--- config.mk ---
export PLATFORM = sky130hd
export DESIGN_NAME = oth_angle_stage
export DESIGN_NICKNAME = d
export VERILOG_FILES = /design/src/rtl/oth_pkg.sv /design/src/rtl/oth_angle_stage.sv
export SDC_FILE = /design/constraint.sdc
export NUM_CORES = 2
export LEC_CHECK = 0
export ABC_AREA = 1
export BUFFER_PORTS_ARGS = -buffer_cell sky130_fd_sc_hd__buf_2
export CAP_MARGIN = 40
export CELL_PAD_IN_SITES_DETAIL_PLACEMENT = 0
export CELL_PAD_IN_SITES_GLOBAL_PLACEMENT = 1
export CORE_MARGIN = 4
export CORE_UTILIZATION = 43
export CTS_CLUSTER_SIZE = 20
export DETAILED_ROUTE_END_ITERATION = 6
export GPL_TIMING_DRIVEN = 0
export PLACE_DENSITY_LB_ADDON = 0.1
export REMOVE_ABC_BUFFERS = 1
export SLEW_MARGIN = 25
export SYNTH_ARGS = -nofsm -noshare
export SYNTH_HDL_FRONTEND = slang
export SYNTH_SLANG_ARGS = --single-unit
--- constraint.sdc ---
create_clock -name clk -period 0.8 [get_ports clk]
set_input_delay 0.04 -clock clk [delete_from_list [all_inputs] [get_ports clk]]
set_output_delay 0.04 -clock clk [all_outputs]
set_load 0.005 [all_outputs]
--- src/rtl/oth_pkg.sv ---
`timescale 1ns / 1ps
// ----------------------------------------------------------------------------
// oth_pkg
// shared constants, types and tables of the orbit tangent heading core
// ----------------------------------------------------------------------------
package oth_pkg;

	localparam int unsigned RADIUS_W     = 15;
	localparam int unsigned ROOT_W       = 31;
	localparam int unsigned RQ_W         = 62;
	localparam int unsigned CNT_W        = 7;
	localparam int unsigned SEARCH_STEPS = 7;

	localparam logic [RADIUS_W-1:0] RADIUS_RESET = 15'd2560;
	localparam logic [8:0]  DEG_FULL    = 9'd360;
	localparam logic [8:0]  DEG_HALF    = 9'd180;
	localparam logic [8:0]  DEG_QUARTER = 9'd90;
	localparam logic [7:0]  ANG_MID     = 8'd45;
	localparam logic [7:0]  ANG_MAX     = 8'd89;
	localparam logic [7:0]  ANG_RIGHT   = 8'd90;
	localparam logic [16:0] ONE_Q16     = 17'd65536;

	localparam logic [1:0] QD_0 = 2'd0;
	localparam logic [1:0] QD_1 = 2'd1;
	localparam logic [1:0] QD_2 = 2'd2;
	localparam logic [1:0] QD_3 = 2'd3;

	typedef struct packed {
		logic               fb;
		logic [8:0]         fbhead;
		logic               right;
		logic signed [15:0] p;
		logic signed [15:0] q;
		logic signed [31:0] pq;
		logic signed [31:0] d;
	} oth_side_t;

	typedef struct packed {
		logic [RQ_W-1:0]   rem;
		logic [ROOT_W-1:0] root;
		oth_side_t         side;
	} oth_sq_t;

	typedef struct packed {
		logic             fb;
		logic [8:0]       fbhead;
		logic [1:0]       qd;
		logic [31:0]      a;
		logic [31:0]      b;
		logic [CNT_W-1:0] cnt;
	} oth_ang_t;

	typedef struct packed {
		logic [8:0] move_heading;
		logic       no_tangent;
	} oth_res_t;

	typedef struct packed {
		logic [16:0] ca;
		logic [16:0] cb;
	} oth_coef_t;

	// tan(k deg) in q1.16, tan(45) exactly one
	function automatic logic [16:0] oth_tan(input logic [5:0] k);
		logic [16:0] t;
		case (k)
			6'd0:  t = 17'd0;
			6'd1:  t = 17'd1144;
			6'd2:  t = 17'd2289;
			6'd3:  t = 17'd3435;
			6'd4:  t = 17'd4583;
			6'd5:  t = 17'd5734;
			6'd6:  t = 17'd6888;
			6'd7:  t = 17'd8047;
			6'd8:  t = 17'd9210;
			6'd9:  t = 17'd10380;
			6'd10: t = 17'd11556;
			6'd11: t = 17'd12739;
			6'd12: t = 17'd13930;
			6'd13: t = 17'd15130;
			6'd14: t = 17'd16340;
			6'd15: t = 17'd17560;
			6'd16: t = 17'd18792;
			6'd17: t = 17'd20036;
			6'd18: t = 17'd21294;
			6'd19: t = 17'd22566;
			6'd20: t = 17'd23853;
			6'd21: t = 17'd25157;
			6'd22: t = 17'd26478;
			6'd23: t = 17'd27818;
			6'd24: t = 17'd29179;
			6'd25: t = 17'd30560;
			6'd26: t = 17'd31964;
			6'd27: t = 17'd33392;
			6'd28: t = 17'd34846;
			6'd29: t = 17'd36327;
			6'd30: t = 17'd37837;
			6'd31: t = 17'd39378;
			6'd32: t = 17'd40951;
			6'd33: t = 17'd42560;
			6'd34: t = 17'd44205;
			6'd35: t = 17'd45889;
			6'd36: t = 17'd47615;
			6'd37: t = 17'd49385;
			6'd38: t = 17'd51202;
			6'd39: t = 17'd53070;
			6'd40: t = 17'd54991;
			6'd41: t = 17'd56970;
			6'd42: t = 17'd59009;
			6'd43: t = 17'd61113;
			6'd44: t = 17'd63287;
			default: t = ONE_Q16;
		endcase
		return t;
	endfunction

	// threshold for angle k: b*cb >= a*ca
	function automatic oth_coef_t oth_coef(input logic [7:0] k);
		oth_coef_t c;
		if (k <= ANG_MID) begin
			c.ca = oth_tan(k[5:0]);
			c.cb = ONE_Q16;
		end else if (k <= ANG_MAX) begin
			c.ca = ONE_Q16;
			c.cb = oth_tan(6'(ANG_RIGHT - k));
		end else begin
			c.ca = ONE_Q16;
			c.cb = ONE_Q16;
		end
		return c;
	endfunction

endpackage

--- src/rtl/oth_angle_stage.sv ---
`timescale 1ns / 1ps
// ----------------------------------------------------------------------------
// oth_angle_stage
// one step of the binary search for the whole-degree angle
// ----------------------------------------------------------------------------
module oth_angle_stage
	import oth_pkg::*;
#(
	parameter int unsigned STEP = 1
) (
	input  logic     clk,
	input  logic     arst_n,
	input  logic     en,
	input  logic     in_valid,
	input  oth_ang_t in_data,
	output logic     out_valid,
	output oth_ang_t out_data
);

	logic [7:0]  k;
	oth_coef_t   coef;
	logic [48:0] lhs;
	logic [48:0] rhs;
	oth_ang_t    nxt;

	always_comb begin
		k    = {1'b0, in_data.cnt} + 8'(STEP);
		coef = oth_coef(k);
		lhs  = {17'b0, in_data.b} * {32'b0, coef.cb};
		rhs  = {17'b0, in_data.a} * {32'b0, coef.ca};
		nxt  = in_data;
		if ((k <= ANG_MAX) && (lhs >= rhs)) begin
			nxt.cnt = k[CNT_W-1:0];
		end
	end

	always_ff @(posedge clk or negedge arst_n) begin
		if (!arst_n) begin
			out_valid <= 1'b0;
		end else if (en) begin
			out_valid <= in_valid;
		end
	end

	always_ff @(posedge clk) begin
		if (en) begin
			out_data <= nxt;
		end
	end

endmodule

Yosys cells after proc, flatten, opt, wreduce, memory -nomap -nowiden
Memories as Yosys holds them, arrays and structs flattened.
Cells that the tools add are included.
Widths: inputs -> output; s select.
{"block": "word_totals", "reg_bits": 84, "mem_bits_ro": 2176, "in_bits": 87, "output_inout_bits": 84, "memories": 2}
{"block": "op_classes", "add_sub_neg": 2, "n_mul": 2, "order_cmp": 3, "mux": 3, "reduce_logical": 1}
{"name": "(no name shown)", "words": 64, "width": 17, "rd": 1, "rd_clocked_by_memory_dff": 0, "wr": 0, "line": "oth_pkg.sv:66", "source": "case (k)"}
{"name": "(no name shown)", "words": 64, "width": 17, "rd": 1, "rd_clocked_by_memory_dff": 0, "wr": 0, "line": "oth_pkg.sv:66"}
{"operator": "$mul 32x17->49", "n": 2}
{"operator": "$ge 49x49->1", "n": 1}
{"operator": "$mux 34", "n": 1}
{"operator": "$mux 17", "n": 1}
{"operator": "$add 7x1->8 const B", "n": 1}
{"operator": "$le 8x6->1 const B", "n": 1}
{"operator": "$le 8x7->1 const B", "n": 1}
{"operator": "$mux 7", "n": 1}
{"operator": "$sub 5x6->6 const A", "n": 1}
{"operator": "$logic_and 1x1->1", "n": 1}

Longest topological paths before layout
An unclocked memory read counts as a cell.
{"block": "logic_depth", "word_depth": 9, "mapped_depth": 56, "ltp_nobuf": 53}

Worst setup path before layout
No wires, ideal clock.
{"block": "synth_path", "path_type": "input to register", "startpoint": "input in_data[0] (netlist bit)", "endpoint": "register out_data[0] (netlist bit), data pin", "setup_time_ps": 254, "arrival_ps": 8227, "required_ps": 546, "path_slack_ps": -7680, "stages": 47, "path_buffers": 3, "cell_sequence": "ha_1 inv_1 ha_1 ha_1 clkbuf_1 clkbuf_1 o21ai_0 nand2_1 nand3_1 nand3_1 nand2_1 nor2_4 buf_6 nand2_1 fa_1 inv_1 fa_1 inv_1 [... 11 more ...] nor2_1 inv_1 o21bai_1 nand2_1 nand4_1 nand2_1 ha_1 nand2_1 nor2_1 nand3_1 nor2_1 inv_1 nor2_1 nand2_1 nand3_1 nand2_1 nand2_1 nand2_1"}
{"item": "from (decl)", "line": "oth_angle_stage.sv:15", "source": "input oth_ang_t in_data,"}
{"item": "to (signal assigned)", "line": "oth_angle_stage.sv:47", "source": "out_data <= nxt;"}
{"item": "to (decl)", "line": "oth_angle_stage.sv:17", "source": "output oth_ang_t out_data"}

==> impl_metrics.yaml <==
status:
  status: "complete, but fails checks"
  violations: "setup timing"
worst_setup_path:
  slowest_stage: "fa_2"
  cpPeakStageDelay_ns: 0.68
  criticalPathCategory: "in2reg"
  crit_fanout: 9
  cp.arrival_ns: 8.70
  r2r_slack_ns: 0.06
  reg2reg_depth: 1
  crit_top_cell: "nand2_1"
  cp.required_ns: 0.99
  cp-start-kind: "input port"
  critPathBufInv: 13
  cp-end-kind: "flop"
  cp.depth: 45
  startpoint: "in_data[0]"
  r2r-start: "out_valid"
  r2r-end: "out_valid"
  cp_top_family: "adder cells"
  crit_end: "out_data[5]"
placed_design:
  place_congestion: 0.939
  dpl.cell_count: 6799
  place_hpwl_um: 114000
  port_buffers: 170
  post-place-ws_ns: -12.10
global_routing:
  grt_overflow: 0
  grt.total_usage_pct: 29.9
  antenna_found_initial: 1
  grt_pass1_wl_um: 237000
  grt_pass1_vias: 38693
  grt_max_degree: 62
hold_path:
  hold_depth: 1
  min_path_type: "in2reg"
timing:
  rsz0062_at_grt: "yes"
  finalHoldViolations: 0
  slew_headroom_pct: 41.7
  setup_tns_ns: -67.03
  tightest_slew_ns: 0.866
  fmax_mhz: 118
  fin_skew_ns: 0
  maxSlewViolCount: 0
  fin_crit_ns: 8.51
  final-setup-viol-count: 91
  period_share_pct: 1060
  worst_slack_ns: -7.71
final_layout:
  final_cell_count_no_fill: 7110
  syn2layout_area_growth_pct: 18.8
  drive_gt1_share_pct: 17.8
  insertedDiodeCount: 0
  layout.nets: 7114
clocking:
  tritoncts: "yes"
  cts_made_buffers: 9
  clock-root-buffer: "clkbuf_16"
  clk_latency_ns: 0.42
  cts_sinks: 84
  htree_levels: 3
  clock_path_buffers: 2
  clk_pin_slew_ns: 0.09
synth:
  async_reset_ff_share_pct: 1.19
  yosysSeqAreaShare_pct: 5.85
  ys.flop_type: "edfxtp_1"
  synth.distinct_cells: 45
  ys_warn_count: 0
  synth_top_area_share_pct: 41.8
  syn_area_per_cell_um2: 7.73
  synth_cells: 5566
  synth_edf_count: 83
  netlist_area_um2: 43000
  synth_area_leaders: "fa_1 42%, inv_1 11%, nand2_1 10%"
  yosys_register_bits: 84
  yosysTopAreaCell: "fa_1"
drt:
  wl_met2_um: 69900
  wirelength_um: 158000
  vias: 38258
  drt_iter0_markers: 3097
  wl_met3_um: 13400
  remaining_drc_errors: 0
  route.layer.met1.wl_um: 71300
  routed.top_layer: "met4"
  dr.pass1.iters: 6
  vias_per_cell: 5.38
  antenna_left: 0
  wire_per_inst_um: 22.2
floorplan:
  fp.dieW_um: 324
  row_count: 115
  io_pins: 171
  die_h_um: 324
  start_util_pct: 43.5
  dieArea_um2: 105000
  coreArea_um2: 98900
flow_run:
  maxCapViolCount: 0
[Yosys cell counts, types with 2 or more instances]
master,n
a21boi_0,4
a21o_1,6
a21oi_1,166
a31oi_1,2
and2_1,3
buf_1,10
buf_2,69
buf_4,49
buf_6,27
clkbuf_1,89
clkinv_1,10
edfxtp_1,83
fa_1,898
ha_1,311
inv_1,1290
inv_2,13
nand2_1,1156
nand2_2,27
nand2_4,3
nand3_1,476
nand3_2,7
nand3b_1,8
nand4_1,37
nor2_1,395
nor2_2,5
nor2_4,11
nor3_1,139
nor3_2,8
nor3b_1,2
nor4_1,5
o211ai_1,7
o21a_1,12
o21ai_0,151
o21ai_1,5
o21ai_2,3
o21bai_1,13
xnor2_1,25
xor2_1,34
[placed cells by master, fill, tap and decap left out, types with 37 or more instances in the layout]
cell type	netlist	layout
a21oi_2	1	41
nand4_1	37	37
o21ai_0	151	99
ha_4	0	42
ha_1	311	255
nor2_1	395	298
nand2_2	27	87
inv_1	1290	1253
edfxtp_1	83	83
nand3_1	476	447
buf_4	49	181
nand2_4	3	46
nor2_4	11	58
nor2_2	5	55
a21oi_1	166	108
buf_2	69	166
fa_1	898	868
nand2_1	1156	1037
buf_12	0	41
nor3_1	139	127
[state kept, by name (all words and copies together), names as in the netlist]
name and count:
out_valid 1, out_data 83
[layer usage]
layer / vias up / GRT usage, %
met5: - / 0
met4: 0 / 5.21
met3: 174 / 5.63
met2: 1425 / 46.3
met1: 19381 / 44.4
li1: 17278 / -
[layout make-up]
class	instances	area, µm²
clock buffers	10	229
clock inverters	6	71.3
fillers	9781	47800
inverters	1314	5110
multi-input cells	3930	37000
flip-flops and latches	84	2520
well taps	1287	1610
repair buffers	471	4420
repair inverters	8	83.8
[cells by family after synthesis]
group                    share of synthesized area (%)
AO/OA/AOI/OAI                                     4.61
XOR/XNOR                                          1.20
adder cells (fa/ha/maj)                           50.8
buffers and inverters                             14.7
flip-flops                                        5.85
multiplexers                                    0.0262
AND/OR/NAND/NOR                                   22.8
[what timing repair did]
action	in CTS	in global routing
setup buffers	170	69
cloned	24	9
gates resized for setup	448	385
pin swaps	106	184
setup endpoints to repair	92	92
hold buffers	27	0
hold endpoints to repair	44	0
[how the worst min path moves through the flow]
stage / start / endpoint / slack [ns]
2_1_floorplan: arst_n / out_valid / -0.26
3_3_place_gp: arst_n / out_valid / -0.18
3_5_place_dp: arst_n / out_valid / -0.18
4_1_cts: en / out_data[70] / -0.02
5_1_grt: in_data[12] / out_data[12] / 0.006
6_report: en / out_data[62] / 0.02
[per-stage QoR]
| step | util, % | cell area [µm²] | hold WS [ns] |
|---|---|---|---|
| after floorplan | - | 41600 | -0.256 |
| after global placement | 44.6 | 44100 | -0.185 |
| after detailed placement | 45.2 | 44700 | -0.184 |
| after CTS | 49.6 | 49100 | -0.0241 |
| after global routing | 51.7 | 51100 | 0.00584 |
| final | 51.7 | 51100 | 0.0159 |
Power is left out: the tool's default activity adds up to more than one toggle a clock period on the data nets, which glitch-free logic cannot reach.
