===== config.mk =====
export PLATFORM = sky130hd
export DESIGN_NAME = oth_out_skid_flat
export DESIGN_NICKNAME = d
export VERILOG_FILES = /design/src/rtl/oth_pkg.sv /design/src/rtl/oth_if.sv /design/src/rtl/oth_out_skid.sv /design/src/flat_wrapper.sv
export SDC_FILE = /design/constraint.sdc
export NUM_CORES = 1
export LEC_CHECK = 0
export BUFFER_PORTS_ARGS = -buffer_cell sky130_fd_sc_hd__buf_2
export CORE_MARGIN = 3
export CORE_UTILIZATION = 51
export DETAILED_ROUTE_END_ITERATION = 8
export GPL_TIMING_DRIVEN = 0
export PLACE_DENSITY_LB_ADDON = 0.3
export SYNTH_ARGS = -nofsm -noshare
export SYNTH_HDL_FRONTEND = slang
export SYNTH_SLANG_ARGS = --single-unit

===== constraint.sdc =====
create_clock -name clk -period 2.1 [get_ports clk]
set_input_delay 0.42 -clock clk [delete_from_list [all_inputs] [get_ports clk]]
set_output_delay 0.42 -clock clk [all_outputs]
set_load 0.1 [all_outputs]

===== src/rtl/oth_pkg.sv =====
`timescale 1ns / 1ps
// ----------------------------------------------------------------------------
// oth_pkg
// shared constants, types and tables of the orbit tangent heading core
// ----------------------------------------------------------------------------
package oth_pkg;

	localparam int unsigned RADIUS_W     = 15;
	localparam int unsigned ROOT_W       = 31;
	localparam int unsigned RQ_W         = 62;
	localparam int unsigned CNT_W        = 7;
	localparam int unsigned SEARCH_STEPS = 7;

	localparam logic [RADIUS_W-1:0] RADIUS_RESET = 15'd2560;
	localparam logic [8:0]  DEG_FULL    = 9'd360;
	localparam logic [8:0]  DEG_HALF    = 9'd180;
	localparam logic [8:0]  DEG_QUARTER = 9'd90;
	localparam logic [7:0]  ANG_MID     = 8'd45;
	localparam logic [7:0]  ANG_MAX     = 8'd89;
	localparam logic [7:0]  ANG_RIGHT   = 8'd90;
	localparam logic [16:0] ONE_Q16     = 17'd65536;

	localparam logic [1:0] QD_0 = 2'd0;
	localparam logic [1:0] QD_1 = 2'd1;
	localparam logic [1:0] QD_2 = 2'd2;
	localparam logic [1:0] QD_3 = 2'd3;

	typedef struct packed {
		logic               fb;
		logic [8:0]         fbhead;
		logic               right;
		logic signed [15:0] p;
		logic signed [15:0] q;
		logic signed [31:0] pq;
		logic signed [31:0] d;
	} oth_side_t;

	typedef struct packed {
		logic [RQ_W-1:0]   rem;
		logic [ROOT_W-1:0] root;
		oth_side_t         side;
	} oth_sq_t;

	typedef struct packed {
		logic             fb;
		logic [8:0]       fbhead;
		logic [1:0]       qd;
		logic [31:0]      a;
		logic [31:0]      b;
		logic [CNT_W-1:0] cnt;
	} oth_ang_t;

	typedef struct packed {
		logic [8:0] move_heading;
		logic       no_tangent;
	} oth_res_t;

	typedef struct packed {
		logic [16:0] ca;
		logic [16:0] cb;
	} oth_coef_t;

	// tan(k deg) in q1.16, tan(45) exactly one
	function automatic logic [16:0] oth_tan(input logic [5:0] k);
		logic [16:0] t;
		case (k)
			6'd0:  t = 17'd0;
			6'd1:  t = 17'd1144;
			6'd2:  t = 17'd2289;
			6'd3:  t = 17'd3435;
			6'd4:  t = 17'd4583;
			6'd5:  t = 17'd5734;
			6'd6:  t = 17'd6888;
			6'd7:  t = 17'd8047;
			6'd8:  t = 17'd9210;
			6'd9:  t = 17'd10380;
			6'd10: t = 17'd11556;
			6'd11: t = 17'd12739;
			6'd12: t = 17'd13930;
			6'd13: t = 17'd15130;
			6'd14: t = 17'd16340;
			6'd15: t = 17'd17560;
			6'd16: t = 17'd18792;
			6'd17: t = 17'd20036;
			6'd18: t = 17'd21294;
			6'd19: t = 17'd22566;
			6'd20: t = 17'd23853;
			6'd21: t = 17'd25157;
			6'd22: t = 17'd26478;
			6'd23: t = 17'd27818;
			6'd24: t = 17'd29179;
			6'd25: t = 17'd30560;
			6'd26: t = 17'd31964;
			6'd27: t = 17'd33392;
			6'd28: t = 17'd34846;
			6'd29: t = 17'd36327;
			6'd30: t = 17'd37837;
			6'd31: t = 17'd39378;
			6'd32: t = 17'd40951;
			6'd33: t = 17'd42560;
			6'd34: t = 17'd44205;
			6'd35: t = 17'd45889;
			6'd36: t = 17'd47615;
			6'd37: t = 17'd49385;
			6'd38: t = 17'd51202;
			6'd39: t = 17'd53070;
			6'd40: t = 17'd54991;
			6'd41: t = 17'd56970;
			6'd42: t = 17'd59009;
			6'd43: t = 17'd61113;
			6'd44: t = 17'd63287;
			default: t = ONE_Q16;
		endcase
		return t;
	endfunction

	// threshold for angle k: b*cb >= a*ca
	function automatic oth_coef_t oth_coef(input logic [7:0] k);
		oth_coef_t c;
		if (k <= ANG_MID) begin
			c.ca = oth_tan(k[5:0]);
			c.cb = ONE_Q16;
		end else if (k <= ANG_MAX) begin
			c.ca = ONE_Q16;
			c.cb = oth_tan(6'(ANG_RIGHT - k));
		end else begin
			c.ca = ONE_Q16;
			c.cb = ONE_Q16;
		end
		return c;
	endfunction

endpackage


===== src/rtl/oth_if.sv =====


interface oth_out_if;
	logic       valid;
	logic       ready;
	logic [8:0] move_heading;
	logic       no_tangent;

	modport source(output valid, move_heading, no_tangent, input ready);
	modport sink(input valid, move_heading, no_tangent, output ready);
endinterface


===== src/rtl/oth_out_skid.sv =====
`timescale 1ns / 1ps
// ----------------------------------------------------------------------------
// oth_out_skid
// output register with skid slot, holds the pipeline while full
// ----------------------------------------------------------------------------
module oth_out_skid
	import oth_pkg::*;
(
	input  logic      clk,
	input  logic      arst_n,
	input  logic      f_valid,
	input  oth_res_t  f_data,
	output logic      en,
	oth_out_if.source res_out
);

	logic     ov_q;
	logic     sv_q;
	oth_res_t od_q;
	oth_res_t sd_q;
	logic     free;

	assign en   = !sv_q;
	assign free = !ov_q || res_out.ready;

	always_ff @(posedge clk or negedge arst_n) begin
		if (!arst_n) begin
			ov_q <= 1'b0;
			sv_q <= 1'b0;
		end else if (free) begin
			if (sv_q) begin
				ov_q <= 1'b1;
				sv_q <= 1'b0;
			end else begin
				ov_q <= f_valid;
			end
		end else if (f_valid && !sv_q) begin
			sv_q <= 1'b1;
		end
	end

	always_ff @(posedge clk) begin
		if (free) begin
			od_q <= sv_q ? sd_q : f_data;
		end else if (!sv_q) begin
			sd_q <= f_data;
		end
	end

	assign res_out.valid        = ov_q;
	assign res_out.move_heading = od_q.move_heading;
	assign res_out.no_tangent   = od_q.no_tangent;

endmodule


===== src/flat_wrapper.sv =====
// flat-port wrapper written by rule: the top's interface ports become plain ports
module oth_out_skid_flat import oth_pkg::*;
  (clk, arst_n, f_valid, f_data, en, res_out_valid, res_out_move_heading, res_out_no_tangent, res_out_ready);
  oth_out_if res_out_i ();
  input  logic clk;
  input  logic arst_n;
  input  logic f_valid;
  input  oth_res_t f_data;
  output logic en;
  output wire logic [$bits(res_out_i.valid)-1:0] res_out_valid;
  output wire logic [$bits(res_out_i.move_heading)-1:0] res_out_move_heading;
  output wire logic [$bits(res_out_i.no_tangent)-1:0] res_out_no_tangent;
  input wire logic [$bits(res_out_i.ready)-1:0] res_out_ready;
  assign res_out_valid = res_out_i.valid;
  assign res_out_move_heading = res_out_i.move_heading;
  assign res_out_no_tangent = res_out_i.no_tangent;
  assign res_out_i.ready = res_out_ready;
  oth_out_skid u_core (.clk(clk), .arst_n(arst_n), .f_valid(f_valid), .f_data(f_data), .en(en), .res_out(res_out_i));
endmodule

[Yosys cells after proc, flatten, opt, wreduce, memory -nomap -nowiden]
Cells that the tools add are included.
W data, S select, Z words.
Storage, ports and cells
  output and inout bits: 12
  latch bits: 0
  register bits after elaboration: 22
  memories kept: 0
  input port bits: 14
  memory bits (writable): 0
  ROM bits: 0
  word-level logic and storage cells: 15
Operators by class
  multiplexer cells: 4
  $mul: 0
  bitwise operators: 0
  $add $sub $neg: 0
  reductions and logical operators: 5
  shifts and indexed selects: 0
  divide/modulo/power cells: 0
  magnitude comparators: 0
  equality and inequality tests: 0
Operators by type and width (number)
  $mux W10: 1
  $mux W1: 3
  $logic_not A1 Y1: 2
  $reduce_bool A2 Y1: 1
  $logic_and A1 B1 Y1: 1
  $logic_or A1 B1 Y1: 1

[Logic depth before layout (Yosys ltp)]
  depth in word-level cells: 4
  depth in mapped cells: 3
  mapped depth without buffers: 2

[Worst setup path after synthesis]
No wires, ideal clock.
  kind: reg2reg
  start: reg u_core.ov_q (netlist: u_core.res_out.valid)
  end: reg u_core.sd_q[0] (netlist bit), enable pin
  library setup time: 0.338 ns
  data required time: 1.762 ns
  arrival: 1.706 ns
  clock period less this slack: 2.044 ns
  stages on the path, launching flop included: 3
  setup slack: 0.056 ns
  path through: dfrtp_1 nand2b_1 inv_1
Between the ends
  word-level cells in the longest chain between the ends: 2
RTL lines
  from (decl): line oth_out_skid.sv:17  | logic ov_q;
  from (signal assigned): line oth_out_skid.sv:35  | ov_q <= f_valid;
  $logic_not A1 Y1: line oth_out_skid.sv:24  | assign free = !ov_q || res_out.ready;
  $logic_or A1 B1 Y1: line oth_out_skid.sv:24
  named net u_core.free: line oth_out_skid.sv:21  | logic free;
  to (signal assigned): line oth_out_skid.sv:46  | sd_q <= f_data;
  to (decl): line oth_out_skid.sv:20  | oth_res_t sd_q;
The timed path passes the listed nets, and every way through them passes these cells.
A chain may end at the register's enable or synchronous reset.

[Worst setup path in the final report]
  start: reg u_core.sv_q
  end: out en
Between the ends
  word-level cells in the longest chain between the ends: 1
RTL lines
  from (decl): line oth_out_skid.sv:18  | logic sv_q;
  from (signal assigned): line oth_out_skid.sv:29  | sv_q <= 1'b0;
  from (signal assigned): line oth_out_skid.sv:33  | sv_q <= 1'b0;
  from (signal assigned): line oth_out_skid.sv:38  | sv_q <= 1'b1;
  $logic_not A1 Y1: line oth_out_skid.sv:23  | assign en = !sv_q;
  to (decl): line flat_wrapper.sv:9  | output logic en;
No other way between the ends.

==> flow_metrics.tcl <==
set metrics [dict create \
    worstReg2RegEnd "u_core.sd_q[9]" \
    ff2ff_path_depth 2 \
    ctsResizeCount 0 \
    syn_area_sq_um 830 \
    power.density_nw_per_um2 974 \
    synth_area_per_cell_sq_um 21.3 \
    final.min_clock_period_ns 1.78 \
    num_antenna_cells 0 \
    critPathLaunchType "register" \
    initial_utilization 0.586 \
    path_clk_slew_ns 0.11 \
    ys_seq_area_frac 0.784 \
    grt_max_degree 14 \
    grt_pass1_vias 400 \
    worstSetupPathType "register to output pin" \
    slew_violations 0 \
    p_leak_nw 0.426 \
    worstHoldStart "f_valid" \
    clock_path_buffers 2 \
    grt_pass1_wl_um 1670 \
    vdd_drop_max_mv 0.546 \
    fp-row-count 13 \
    hold_viol 0 \
    endpoint_kind "output pin" \
    drt_iter0_markers 1 \
    syn_inst 39 \
    cts_hold_buf 1 \
    num_io_pins 26 \
    drc_errors 0 \
    place_congestion 0.647 \
    min_period_over_period 0.847 \
    outcome "finished clean" \
    cts_tree "yes" \
    die_w_um 46.3 \
    hold_class "primary input to register" \
    tightest_slew_ns 0.563 \
    dr.pass1.iters 2 \
    layout_commonest_cell "buf_2" \
    syn_to_final_growth_pct 21.7 \
    finalSetupViolations 0 \
    grt_usage 0.115 \
    nFillCells 105 \
    cts_max_level 1 \
    gr-total-overflow 0 \
    clk_latency_ns 0.29 \
    layout_common_cells "buf_2 (25), edfxtp_1 (20), mux2_4 (8)" \
    root_buffer "clkbuf_4" \
    timing.rr.start "u_core.res_out.valid" \
    fmax_mhz 562 \
    dieArea_sq_um 2150 \
    vias 403 \
    cp_max_fo 10 \
    synth_cell_type_count 9 \
    io_buffers 25 \
    whs_endpoint "u_core.res_out.valid" \
    hpwl_um 830 \
    holdWs_ns 0.317 \
    synth_fp_nets 53 \
    antenna_found_initial 0 \
    fin_nets 84 \
    post-cts-setup-buffer-count 0 \
    crit_required_ns 1.68 \
    die_y_um 46.3 \
    hold_path_depth 3 \
    wl_um 1110 \
    via_per_inst 4.80 \
    wl_per_cell_um 13.3 \
    drive_gt1_frac 0.565 \
    reg2reg_slack_ns 0.64 \
    setup_tns_ns 0 \
    ant_nets 0 \
    core_sq_um 1420 \
    numCtsBuffers 3 \
    skew_ns 0.00321 \
    clock_sinks 22 \
    cp.arrival_ns 1.36 \
    synth_warnings 0 \
    max-cap-violations 0 \
    max-slew-margin-rel 0.625 \
    synth-seq-cells 22 \
    rsz0062_at_grt "no" \
]
==> how the worst max path moves through the flow <==
stage | start | endpoint | slack [ns] | depth (start not counted)
2_1_floorplan | u_core.res_out.valid | u_core.sd_q[0] | 0.06 | 2
3_3_place_gp | res_out_ready | u_core.sd_q[3] | 0.39 | 3
3_5_place_dp | res_out_ready | u_core.sd_q[6] | 0.41 | 3
4_1_cts | u_core.sv_q | en | 0.31 | 3
5_1_grt | u_core.sv_q | en | 0.26 | 3
6_report | u_core.sv_q | en | 0.32 | 3
==> per-stage QoR <==
stage / power, mW / setup slack, ns / std cells / utilization / cell area, sq um
6_report: 0.984 / 0.321 / 84 / 0.714 / 1010
2_1_floorplan: 0.765 / 0.0564 / 39 / - / 830
3_3_place_gp: 0.804 / 0.394 / 79 / 0.688 / 973
4_1_cts: 0.990 / 0.311 / 84 / 0.714 / 1010
5_1_grt: 1.03 / 0.263 / 84 / 0.714 / 1010
3_5_place_dp: 0.807 / 0.410 / 79 / 0.688 / 973
==> layer usage <==
metal	up-vias	global-route usage	wire, um
met5	-	0	0
met4	0	0.0511	0
met3	0	0.0234	63
met2	14	0.181	545
met1	185	0.154	504
li1	204	-	-
==> registers in the layout, summed over array words and instances, names as in the netlist <==
register,count
u_core.sv_q,1
u_core.res_out.no_tangent,1
u_core.sd_q,10
u_core.res_out.valid,1
u_core.res_out.move_heading,9
==> power breakdown <==
group,internal [mW],switching (mW)
Combinational,0.0552,0.204
Sequential,0.527,0.0100
Clock,0.0738,0.114
Total,0.656,0.328
==> kinds of logic after synthesis <==
kind of cell / Yosys count / synth area share
DFF: 22 / 0.784
buffers and inverters: 3 / 0.0226
and+or+nand+nor: 4 / 0.0211
muxes: 10 / 0.172
==> cell usage after synthesis (all sizes together) <==
master,instances,share of area
buf,1,0.014
nor2,2,0.0091
nand2b,1,0.0075
edfxtp,20,0.72
inv,2,0.0091
dfrtp,2,0.060
mux2,10,0.17
nand2,1,0.0045
==> cell type report <==
class	count	area, sq um	area share
Buffer	1	11.3	0.0112
Multi-Input combinational cell	14	160	0.159
Sequential cell	22	651	0.644
Clock buffer	4	26.3	0.0260
Tap cell	15	18.8	0.0186
Inverter	2	7.51	0.00743
Timing Repair Buffer	26	135	0.134
==> critical path, cell delays in order (launching register included) <==
cell and delay (ns):
dfrtp_1 0.43, buf_6 0.17, inv_1 0.05, buf_2 0.41
(Power assumes the default switching activity.)
