--- src/rtl/oth_pkg.sv ---
`timescale 1ns / 1ps
// ----------------------------------------------------------------------------
// oth_pkg
// shared constants, types and tables of the orbit tangent heading core
// ----------------------------------------------------------------------------
package oth_pkg;

	localparam int unsigned RADIUS_W     = 15;
	localparam int unsigned ROOT_W       = 31;
	localparam int unsigned RQ_W         = 62;
	localparam int unsigned CNT_W        = 7;
	localparam int unsigned SEARCH_STEPS = 7;

	localparam logic [RADIUS_W-1:0] RADIUS_RESET = 15'd2560;
	localparam logic [8:0]  DEG_FULL    = 9'd360;
	localparam logic [8:0]  DEG_HALF    = 9'd180;
	localparam logic [8:0]  DEG_QUARTER = 9'd90;
	localparam logic [7:0]  ANG_MID     = 8'd45;
	localparam logic [7:0]  ANG_MAX     = 8'd89;
	localparam logic [7:0]  ANG_RIGHT   = 8'd90;
	localparam logic [16:0] ONE_Q16     = 17'd65536;

	localparam logic [1:0] QD_0 = 2'd0;
	localparam logic [1:0] QD_1 = 2'd1;
	localparam logic [1:0] QD_2 = 2'd2;
	localparam logic [1:0] QD_3 = 2'd3;

	typedef struct packed {
		logic               fb;
		logic [8:0]         fbhead;
		logic               right;
		logic signed [15:0] p;
		logic signed [15:0] q;
		logic signed [31:0] pq;
		logic signed [31:0] d;
	} oth_side_t;

	typedef struct packed {
		logic [RQ_W-1:0]   rem;
		logic [ROOT_W-1:0] root;
		oth_side_t         side;
	} oth_sq_t;

	typedef struct packed {
		logic             fb;
		logic [8:0]       fbhead;
		logic [1:0]       qd;
		logic [31:0]      a;
		logic [31:0]      b;
		logic [CNT_W-1:0] cnt;
	} oth_ang_t;

	typedef struct packed {
		logic [8:0] move_heading;
		logic       no_tangent;
	} oth_res_t;

	typedef struct packed {
		logic [16:0] ca;
		logic [16:0] cb;
	} oth_coef_t;

	// tan(k deg) in q1.16, tan(45) exactly one
	function automatic logic [16:0] oth_tan(input logic [5:0] k);
		logic [16:0] t;
		case (k)
			6'd0:  t = 17'd0;
			6'd1:  t = 17'd1144;
			6'd2:  t = 17'd2289;
			6'd3:  t = 17'd3435;
			6'd4:  t = 17'd4583;
			6'd5:  t = 17'd5734;
			6'd6:  t = 17'd6888;
			6'd7:  t = 17'd8047;
			6'd8:  t = 17'd9210;
			6'd9:  t = 17'd10380;
			6'd10: t = 17'd11556;
			6'd11: t = 17'd12739;
			6'd12: t = 17'd13930;
			6'd13: t = 17'd15130;
			6'd14: t = 17'd16340;
			6'd15: t = 17'd17560;
			6'd16: t = 17'd18792;
			6'd17: t = 17'd20036;
			6'd18: t = 17'd21294;
			6'd19: t = 17'd22566;
			6'd20: t = 17'd23853;
			6'd21: t = 17'd25157;
			6'd22: t = 17'd26478;
			6'd23: t = 17'd27818;
			6'd24: t = 17'd29179;
			6'd25: t = 17'd30560;
			6'd26: t = 17'd31964;
			6'd27: t = 17'd33392;
			6'd28: t = 17'd34846;
			6'd29: t = 17'd36327;
			6'd30: t = 17'd37837;
			6'd31: t = 17'd39378;
			6'd32: t = 17'd40951;
			6'd33: t = 17'd42560;
			6'd34: t = 17'd44205;
			6'd35: t = 17'd45889;
			6'd36: t = 17'd47615;
			6'd37: t = 17'd49385;
			6'd38: t = 17'd51202;
			6'd39: t = 17'd53070;
			6'd40: t = 17'd54991;
			6'd41: t = 17'd56970;
			6'd42: t = 17'd59009;
			6'd43: t = 17'd61113;
			6'd44: t = 17'd63287;
			default: t = ONE_Q16;
		endcase
		return t;
	endfunction

	// threshold for angle k: b*cb >= a*ca
	function automatic oth_coef_t oth_coef(input logic [7:0] k);
		oth_coef_t c;
		if (k <= ANG_MID) begin
			c.ca = oth_tan(k[5:0]);
			c.cb = ONE_Q16;
		end else if (k <= ANG_MAX) begin
			c.ca = ONE_Q16;
			c.cb = oth_tan(6'(ANG_RIGHT - k));
		end else begin
			c.ca = ONE_Q16;
			c.cb = ONE_Q16;
		end
		return c;
	endfunction

endpackage

--- src/rtl/oth_sqrt_stage.sv ---
`timescale 1ns / 1ps
// ----------------------------------------------------------------------------
// oth_sqrt_stage
// one result bit of the pipelined integer square root
// ----------------------------------------------------------------------------
module oth_sqrt_stage
	import oth_pkg::*;
#(
	parameter int unsigned BIT = 0
) (
	input  logic    clk,
	input  logic    arst_n,
	input  logic    en,
	input  logic    in_valid,
	input  oth_sq_t in_data,
	output logic    out_valid,
	output oth_sq_t out_data
);

	logic [RQ_W-1:0] trial;
	logic            take;
	oth_sq_t         nxt;

	always_comb begin
		trial = (RQ_W'(in_data.root) << (BIT + 1)) + (RQ_W'(1) << (2 * BIT));
		take  = in_data.rem >= trial;
		nxt   = in_data;
		if (take) begin
			nxt.rem  = in_data.rem - trial;
			nxt.root = in_data.root | (ROOT_W'(1) << BIT);
		end
	end

	always_ff @(posedge clk or negedge arst_n) begin
		if (!arst_n) begin
			out_valid <= 1'b0;
		end else if (en) begin
			out_valid <= in_valid;
		end
	end

	always_ff @(posedge clk) begin
		if (en) begin
			out_data <= nxt;
		end
	end

endmodule

--- config.mk ---
export PLATFORM = sky130hd
export DESIGN_NAME = oth_sqrt_stage
export DESIGN_NICKNAME = d
export VERILOG_FILES = /design/src/rtl/oth_pkg.sv /design/src/rtl/oth_sqrt_stage.sv
export SDC_FILE = /design/constraint.sdc
export NUM_CORES = 1
export LEC_CHECK = 0
export ABC_AREA = 1
export BUFFER_PORTS_ARGS = -buffer_cell sky130_fd_sc_hd__buf_2
export CAP_MARGIN = 5
export CELL_PAD_IN_SITES_DETAIL_PLACEMENT = 0
export CELL_PAD_IN_SITES_GLOBAL_PLACEMENT = 1
export CORE_MARGIN = 2
export CORE_UTILIZATION = 39
export DETAILED_ROUTE_END_ITERATION = 12
export PLACE_DENSITY = 0.91
export SLEW_MARGIN = 0
export SYNTH_ARGS = -nofsm -noshare
export SYNTH_HDL_FRONTEND = slang
export SYNTH_SLANG_ARGS = --single-unit
--- constraint.sdc ---
create_clock -name clk -period 2.11 [get_ports clk]
set_clock_uncertainty 0.1 [all_clocks]
set_input_delay 0 -clock clk [delete_from_list [all_inputs] [get_ports clk]]
set_output_delay 0 -clock clk [all_outputs]
set_load 0.01 [all_outputs]
# After elaboration in Yosys (flattened, before gate mapping)
# Cells that the tools add are included.
word_totals:
  register_bits: 201
  latchBits: 0
  mem_bits_rw: 0
  romBits: 0
  out_inout_bits: 201
  n_memories: 0
classes:
  add_sub_neg: 2
  mul: 0
  n_div: 0
  n_lt_le_gt_ge: 1
  n_eq_ne: 0
  shifts: 0
  muxes: 1
  bitwise_logic: 0
  reduce_logical: 0
ops:
  columns: ["operator", "n"]
  rows:
  - ["$mux 93", 1]
  - ["$ge 62x33->1", 1]
  - ["$sub 62x33->62", 1]
  - ["$add 32x1->33 const B", 1]

# Longest topological paths before layout
# Gate-level depths: netlist of run 1.
depth:
  word_depth: 3
  depth_mapped: 19
  depth_no_buf: 17

# Least setup slack after synthesis of run 1
# Ideal clock, no wire load.
synth_timing:
  kind: "input -> register"
  start: "input port in_data[137] in the netlist's numbering"
  end: "register out_data[158] in the netlist's numbering (data pin)"
  arrival_ns: 1.557
  path_slack_ns: 0.201
  path_stages: 14
  cell_sequence: "inv_1 ha_1 a21oi_2 inv_2 nor2_2 nand2_1 nor2_4 nand3_2 a21oi_2 nand2_2 buf_4 buf_4 nand2_1 nand2_1"
synth_rtl:
  columns: ["element", "line_no", "source"]
  rows:
  - ["start, declared", "oth_sqrt_stage.sv:15", "input oth_sq_t in_data,"]
  - ["end signal, assigned", "oth_sqrt_stage.sv:44", "out_data <= nxt;"]
  - ["end, declared", "oth_sqrt_stage.sv:17", "output oth_sq_t out_data"]

==> results of run 1 <==
-- critical path, delay by kind of cell --
family	cells	cell delay, ps
AND/OR/NAND/NOR	8	680
AO/OA/AOI/OAI	1	120
buffers and inverters	4	990
adder cells (fa/ha/maj)	1	400
-- logic make-up after synthesis --
| kind of cell | share of synthesized area, % |
|---|---|
| and+or+nand+nor | 24.4 |
| buffers and inverters | 8.05 |
| DFF | 56.0 |
| AOI/OAI and AO/OA | 5.31 |
| adders and majority gates | 3.90 |
| xor gates and xnor gates | 2.20 |
| muxes | 0.105 |
-- area by class of cell --
type	instances	area [um^2]	area share [%]
Multi-Input combinational cell	777	3920	23.0
Tap cell	341	427	2.50
Timing Repair Buffer	727	5100	30.0
Inverter	203	767	4.50
Sequential cell	201	6030	35.4
Clock buffer	25	583	3.42
Antenna cell	4	10.0	0.0588
Clock inverter	16	196	1.15
-- flip-flops by register name, indices dropped and copies added, names as in the netlist --
signal / count
out_data: 200
out_valid: 1
-- cell usage after synthesis --
library cell / n
a21o_1: 1
a21oi_1: 25
a21oi_2: 27
and2_1: 1
and3_1: 1
buf_12: 1
buf_2: 2
buf_4: 2
buf_6: 4
buf_8: 1
dfrtp_1: 1
edfxtp_1: 200
fa_1: 1
ha_1: 32
inv_1: 199
inv_2: 4
mux2_2: 1
nand2_1: 402
nand2_2: 15
nand3_1: 57
nand3_2: 2
nand3b_1: 6
nand4_1: 10
nor2_1: 103
nor2_2: 7
nor2_4: 1
nor3_1: 19
nor3_2: 1
nor3_4: 1
nor3b_1: 1
nor4_1: 1
o21a_1: 1
o21ai_0: 14
o21ai_1: 3
o21ai_2: 10
o21bai_1: 3
or2_2: 4
xnor2_1: 18
xor2_1: 9
-- power breakdown --
| part | total, mW | internal [mW] | switching [mW] |
|---|---|---|---|
| clock network | 4.21 | 2.50 | 1.71 |
| registers | 4.96 | 4.83 | 0.123 |
| logic | 2.62 | 1.19 | 1.43 |
-- timing repair --
action,CTS,global route
resized for setup,0,15
setup endpoints to repair,0,63
hold buffers,205,2
hold endpoints to repair,246,3
-- metrics by stage --
stage / util [%] / cells
2_1_floorplan: - / 1191
3_3_place_gp: 52.2 / 2041
3_5_place_dp: 52.2 / 2041
4_1_cts: 62.6 / 2287
5_1_grt: 63.0 / 2292
6_report: 63.0 / 2294
-- worst paths after layout --
| path | cells past startpoint | slack, ps | startpoint | to |
|---|---|---|---|---|
| worst max-delay path | 14 | 60 | in_data[138] | out_data[143] |
| worst min-delay path | 3 | -270 | in_data[139] | out_data[139] |
| worst max register to register | 1 | 1240 | out_valid | out_valid |
| worst min register to register | 1 | 440 | out_valid | out_valid |
| max in group asynchronous | 3 | 1530 | arst_n | out_valid |
| min in group asynchronous | 3 | 270 | arst_n | out_valid |
-- layer usage --
layer	up-vias	wire [um]	part of all wire, %
met5	-	41	0.093
met4	6	2040	4.6
met3	116	3210	7.3
met2	478	20600	47
met1	5105	18200	41
li1	5325	-	-
==> reports/summary.txt, run 1 <==
outcome: finished with violations
failing checks: negative hold slack
Max Cap Viol: 0
ANT nets after route: 0
share of cells above drive strength 1: 32.8%
Slew Limit Fails: 0
hold slack: -265 ps
Post-Place Cell Area: 14100 um^2
Clock Pin Slew Worst Setup and Hold Paths: 60 ps
largest net degree at the start of global routing: 51
Clock Latency Late Sink: 500 ps
GPL Wtd Cong: 0.947
minimum clock period after layout: 2050 ps
grt met3 use: 6.21%
TritonCTS Sinks: 201
met1 GRT Util: 36.9%
CTS max path bufs: 3
# setup viols final: 0
first-pass GRT wire length: 63000 um
Cell Area, Synth: 10800 um^2
Tot Pwr: 11.8 mW
met2 usage: 48.1%
DRC viols: 0
Synth area leaders: edfxtp_1 (56%), nand2_1 (14%), inv_1 (6.9%), ha_1 (3.7%), nor2_1 (3.6%)
Gate Count Post-Synth: 1191
clk root buf: clkbuf_16
CP Launch Type: primary input
initial antenna violation count: 7
Crit Path Category: in -> reg
final net count: 2170
share of the synthesized area in the top cell type: 55.8%
fmax: 0.487 GHz
syn_nets: 1428
vias in the first global route: 10770
yosys warns: 0
Worst Path Max Fanout: 19
Seq cells post-synth: 201
# H-tree levels: 1
drt first-iter violations: 967
post-place setup slack: -202 ps
RSZ-0062 raised after global routing: true
vias: 11030
Initial Util: 39.8%
Distinct cells, synth: 39
Final Worst Setup Slack: 55.5 ps
CP max stage cell: dlygate4sd3_1
most common cell after layout, fill and taps aside: buf_2
Hold WC Path Type: in -> reg
routed wire length: 44000 um
setup bufs post-CTS: 0
Std-Cell Rows: 60
worst slew pin tran: 517 ps
Avg Inst Size Synth: 9.04 um^2
wire length per cell: 19.2 um
fin area: 17000 um^2
fill count: 2230
CP Cell Sequence: buf_2 -> dlygate4sd3_1 -> fa_2 -> nand2_1 -> nand3_2 -> nand2_1 -> nand2_2 -> nand2_1 -> nand2_2 -> nand2_1 -> nand2_2 -> inv_6 -> buf_12 -> o21ai_0
Peak VDD IR: 0.525 mV
sequential fraction of the synthesis area: 56.0%
IO Count: 405
final cycle utilization of the critical path: 97.4%
Core Footprint: 27000 um^2
most used routing layer: met2
Max-slew headroom: 65.5%
CTS tree: built
biggest area consumer among synthesized cells: edfxtp_1
total CTS buffers: 23
Die W: 170 um
drt pass-1 iters: 6
die area: 29000 um^2
Synth-to-Final Area Change: 58.2%
port bufs: 404
detailed placement HPWL: 31600 um
Critical Path Max Stage Delay: 590 ps
most frequent cells in the layout: buf_2 (403), nand2_1 (398), dlygate4sd3_1 (207)
grt ovf: 0
final count of hold timing violations: 2
CP dominant cell by count: nand2_1
Final TNS setup: 0 ps
worst path arrival time: 2190 ps
gr usage total: 29.1%
Cell Pwr Density: 692 nW/um^2
Via density: 4.81
Worst EP required: 2250 ps
Critical Path End Type: register
static leakage: 8.14 nW
die height: 170 um
(Power assumes the default switching activity.)
==> run 2, diff against run 1 <==
--- a/config.mk
+++ b/config.mk
@@ -9,11 +9,11 @@
 export BUFFER_PORTS_ARGS = -buffer_cell sky130_fd_sc_hd__buf_2
 export CAP_MARGIN = 5
 export CELL_PAD_IN_SITES_DETAIL_PLACEMENT = 0
-export CELL_PAD_IN_SITES_GLOBAL_PLACEMENT = 1
+export CELL_PAD_IN_SITES_GLOBAL_PLACEMENT = 2
 export CORE_MARGIN = 2
-export CORE_UTILIZATION = 39
+export CORE_UTILIZATION = 31
 export DETAILED_ROUTE_END_ITERATION = 12
-export PLACE_DENSITY = 0.91
+export PLACE_DENSITY = 0.92
 export SLEW_MARGIN = 0
 export SYNTH_ARGS = -nofsm -noshare
 export SYNTH_HDL_FRONTEND = slang
==> run 2 against run 1 <==
Net effect:
- the run still ends with negative hold slack left
- sequential share of layout area decreased by 0.89 points
- clock power decreased by 2%
- wire length decreased by 0.69%
- design area increased by 2.6%
- combinational power increased by 3%
- global-route usage decreased by 5.9 points
- die area increased by 25%
- core utilization decreased by 12 points
==> reports/summary.txt, run 2 (synthesis gave the netlist of run 1 again) <==
most frequent cells in the layout: buf_2 (403), nand2_1 (399), dlygate4sd3_1 (202)
IO Count: 405
Slew Limit Fails: 0
outcome: finished with violations
Std-Cell Rows: 68
ANT nets after route: 0
fmax: 0.485 GHz
hold slack: -266 ps
Synth-to-Final Area Change: 62.3%
Critical Path End Type: register
# setup viols final: 0
minimum clock period after layout: 2060 ps
initial antenna violation count: 6
port bufs: 404
Final TNS setup: 0 ps
largest net degree at the start of global routing: 56
DRC viols: 0
Top Registers: out_data (200), out_valid (1)
CTS max path bufs: 3
gr usage total: 23.2%
worst slew pin tran: 392 ps
Worst Path Max Fanout: 15
Final Worst Setup Slack: 50.1 ps
total CTS buffers: 24
grt ovf: 0
Clock Latency Late Sink: 510 ps
Initial Util: 31.3%
share of cells above drive strength 1: 34.6%
first-pass GRT wire length: 63500 um
post-place setup slack: -249 ps
most common cell after layout, fill and taps aside: buf_2
Core Footprint: 34400 um^2
Clock Pin Slew Worst Setup and Hold Paths: 60 ps
detailed placement HPWL: 33000 um
vias: 11027
failing checks: negative hold slack
Crit Path Category: in -> reg
max reg flops: 200
GPL Wtd Cong: 0.871
Tot Pwr: 11.8 mW
Max Cap Viol: 0
vias in the first global route: 11109
setup bufs post-CTS: 0
Worst EP required: 2280 ps
Die W: 190 um
TritonCTS Sinks: 201
final net count: 2214
clk root buf: clkbuf_16
CP Launch Type: primary input
wire length per cell: 17.8 um
# H-tree levels: 1
die area: 36200 um^2
die height: 190 um
CTS tree: built
static leakage: 8.33 nW
r2r setup slk: 690 ps
drt pass-1 iters: 5
worst path arrival time: 2230 ps
Hold WC Path Type: in -> reg
final cycle utilization of the critical path: 97.6%
drt first-iter violations: 589
routed wire length: 43700 um
Biggest register: out_data
final count of hold timing violations: 5
Via density: 4.50
Max-slew headroom: 73.8%
Cell Pwr Density: 674 nW/um^2
Peak VDD IR: 0.642 mV
==> run 2: power breakdown <==
part	switching, mW	internal (mW)	total (mW)
Clock	1.72	2.42	4.14
Sequential	0.110	4.83	4.94
Combinational	1.44	1.25	2.69
==> run 2: critical path: stages <==
cell and delay (ps):
dlygate4sd3_1 530, buf_2 140, inv_1 90, nand2_1 90, nor2_1 260, nand2_2 150, nor3_2 190, a21oi_2 90
nand2_2 130, clkinv_4 120, buf_12 170, buf_4 160, nand2_2 60, o21ai_2 50
==> run 2: repair_timing <==
item,4_1_cts,5_1_grt
hold buffers,197,5
setup endpoints to repair,0,54
endpoints found under the hold margin,232,9
resized for setup,0,25
==> run 2: area by class of cell <==
| cell class | count | area [um^2] |
|---|---|---|
| fill | 3192 | 16900 |
| sequential | 201 | 6030 |
| timing repair buffer | 770 | 5380 |
| multi-input combinational | 777 | 3940 |
| inverter | 203 | 767 |
| clock buffer | 32 | 652 |
| tap | 455 | 569 |
| clock inverter | 12 | 121 |
| antenna | 3 | 7.51 |
==> run 2: stage by stage <==
step / utilization (%) / cells / cell area, um^2
5_1_grt: 50.8 / 2453 / 17500
2_1_floorplan: - / 1191 / 10800
4_1_cts: 50.3 / 2444 / 17300
6_report: 50.8 / 2453 / 17500
3_3_place_gp: 42.4 / 2203 / 14600
3_5_place_dp: 42.4 / 2203 / 14600
==> run 2: final timing paths <==
path                         startpoint  cells past startpoint            end
min in group asynchronous        arst_n                      3      out_valid
setup reg to reg              out_valid                      2      out_valid
max in group asynchronous        arst_n                      3      out_valid
hold / removal             in_data[175]                      3  out_data[175]
setup / recovery           in_data[173]                     14  out_data[148]
hold reg to reg               out_valid                      2      out_valid
==> run 2: metal layers <==
metal	track usage, %	vias up	share of wire, %
li1	-	5415	-
met1	27.9	5128	41
met2	40.8	389	48
met3	3.72	89	6.4
met4	9.99	6	4.2
met5	0	-	0.080
==> run 3, diff against run 2 <==
==> constraint.sdc (replaced) <==
create_clock -name clk -period 2.6 [get_ports clk]
set_clock_uncertainty 0.1 [all_clocks]
set_input_delay 0 -clock clk [delete_from_list [all_inputs] [get_ports clk]]
set_output_delay 0 -clock clk [all_outputs]
set_load 0.01 [all_outputs]
==> run 3 against run 2 <==
Net effect:
- the run now ends clean
- wire length down 3.4%
- via count decreased by 6.8%
- sequential power fell by 19%
- design area decreased by 6.8%
- worst hold slack improved by 350 ps
- count of clock-buffer cells in the layout fell by 1
- combinational power decreased by 29%
- sequential share of layout area increased by 2.5 points
- cell count shrank 6.1%
- die area is the same
- first-iteration DRC count is 26% lower
- register-to-register slack gained 1000 ps
==> reports/summary.txt, run 3 (synthesis gave the netlist of run 1 again) <==
share of cells above drive strength 1: 28.7%
final cycle utilization of the critical path: 91.8%
# setup viols final: 0
CTS tree: built
IO Count: 405
initial antenna violation count: 1
Peak VDD IR: 0.550 mV
CTS max path bufs: 3
gr usage total: 22.7%
vias: 10272
hold slack: 83.0 ps
TritonCTS Sinks: 201
Clock Power Share: 37.2%
largest net degree at the start of global routing: 64
reg2reg path depth: 1
port bufs: 404
drt pass-1 iters: 5
drt first-iter violations: 434
Clock Latency Late Sink: 530 ps
first-pass GRT wire length: 61600 um
clk root buf: clkbuf_16
share of total power in sequential cells: 42.6%
total CTS buffers: 24
Max Cap Viol: 0
die area: 36200 um^2
Worst Hold Path EP: out_data[25]
Critical Path End Type: register
Max-slew headroom: 63.4%
Crit Path Category: in -> reg
most frequent cells in the layout: buf_2 (403), nand2_1 (402), dlygate4sd3_1 (204)
worst path arrival time: 2570 ps
Biggest register: out_data
Clock Pin Slew Worst Setup and Hold Paths: 60 ps
Worst Path Max Fanout: 4
dpl cells: 2055
Worst EP required: 2790 ps
Initial Util: 31.3%
minimum clock period after layout: 2390 ps
Hold WC Path Type: in -> reg
Tot Pwr: 9.42 mW
Final TNS setup: 0 ps
Top Registers: out_data (200), out_valid (1)
Non-Filler Instances: 2304
# H-tree levels: 1
routed wire length: 42300 um
Synth-to-Final Area Change: 51.3%
outcome: finished clean
fmax: 0.419 GHz
max reg flops: 200
Cell Pwr Density: 578 nW/um^2
worst r2r src: out_valid
final count of hold timing violations: 0
ANT nets after route: 0
r2r setup slk: 1710 ps
Hold Path Stages: 2
GPL Wtd Cong: 0.850
Via density: 4.46
final net count: 2067
worst slew pin tran: 549 ps
CP Launch Type: primary input
detailed placement HPWL: 32300 um
DRC viols: 0
P_sw: 2.60 mW
static leakage: 7.62 nW
Slew Limit Fails: 0
hold path start: in_data[25]
wire length per cell: 18.3 um
RSZ-0062 raised after global routing: false
most common cell after layout, fill and taps aside: buf_2
post-CTS sizing: 0
vias in the first global route: 10414
Std-Cell Rows: 68
die height: 190 um
grt ovf: 0
Core Footprint: 34400 um^2
Sw Share: 27.6%
Internal: 6.82 mW
Die W: 190 um
critical register-to-register path endpoint: out_valid
combinational power share: 20.3%
run 3: cell count changes in the layout (fill, tap and decap cells not counted), sizes merged, moves of 2 or more:
cell         previous run  this run
buf                   566       418
clkbuf                 34        32
clkinv                  7         5
diode                   3         1
dlygate4sd3           202       204
inv                   203       205
run 3: power by group through the flow:
stage	logic, mW	clock network [mW]	registers (mW)
after floorplan	0.631	0	4.23
after global placement	1.65	0	4.07
after detailed placement	1.66	0	4.07
after CTS	1.92	3.57	4.01
after global routing	2.09	3.70	4.03
final	1.91	3.50	4.01
run 3: layout make-up:
class,instances,area [um^2]
Antenna cell,1,2.50
Clock buffer,31,658
Clock inverter,13,154
Fill cell,3287,18100
Inverter,203,762
Multi-Input combinational cell,777,3870
Sequential cell,201,6030
Tap cell,455,569
Timing Repair Buffer,623,4250
run 3: worst max path at each step:
stage / from / to / slack, ps / depth (start not counted)
global placement: in_data[120] / out_data[157] / 230 / 13
global route: in_data[118] / out_data[142] / 70 / 17
finish: in_data[109] / out_data[163] / 210 / 15
floorplan: in_data[137] / out_data[158] / 690 / 14
detailed placement: in_data[133] / out_data[142] / 250 / 16
CTS: in_data[109] / out_data[163] / 270 / 15
run 3: routing by layer:
metal	wire length (um)	up-vias	GRT usage, %
li1	-	5112	-
met1	17500	4723	27.4
met2	20300	354	40.0
met3	2600	83	3.53
met4	1830	0	9.54
met5	0	-	0
run 3: what timing repair did:
action / in CTS / in global routing
buffers inserted: 0 / 0
hold endpoints to repair: 259 / 0
hold buffers: 204 / 0
run 3: worst max-delay path, stage by stage:
cell and delay [ps]:
dlygate4sd3_1 530, buf_2 120, inv_1 50, ha_1 350
nand2_1 140, inv_1 50, nand2_1 80, nand2_1 50
nand2_1 50, nand3_1 220, nand2_1 140, nand3_1 280
or2_2 380, nand3_1 80, nand2_1 50
run 3: metrics by stage:
stage                     area [um^2]  worst slack [ps]  util [%]
after detailed placement        13400               251      39.1
after global placement          13400               228      39.1
after CTS                       16300               269      47.4
final                           16300               214      47.4
after floorplan                 10800               691         -
after global routing            16300              67.5      47.4
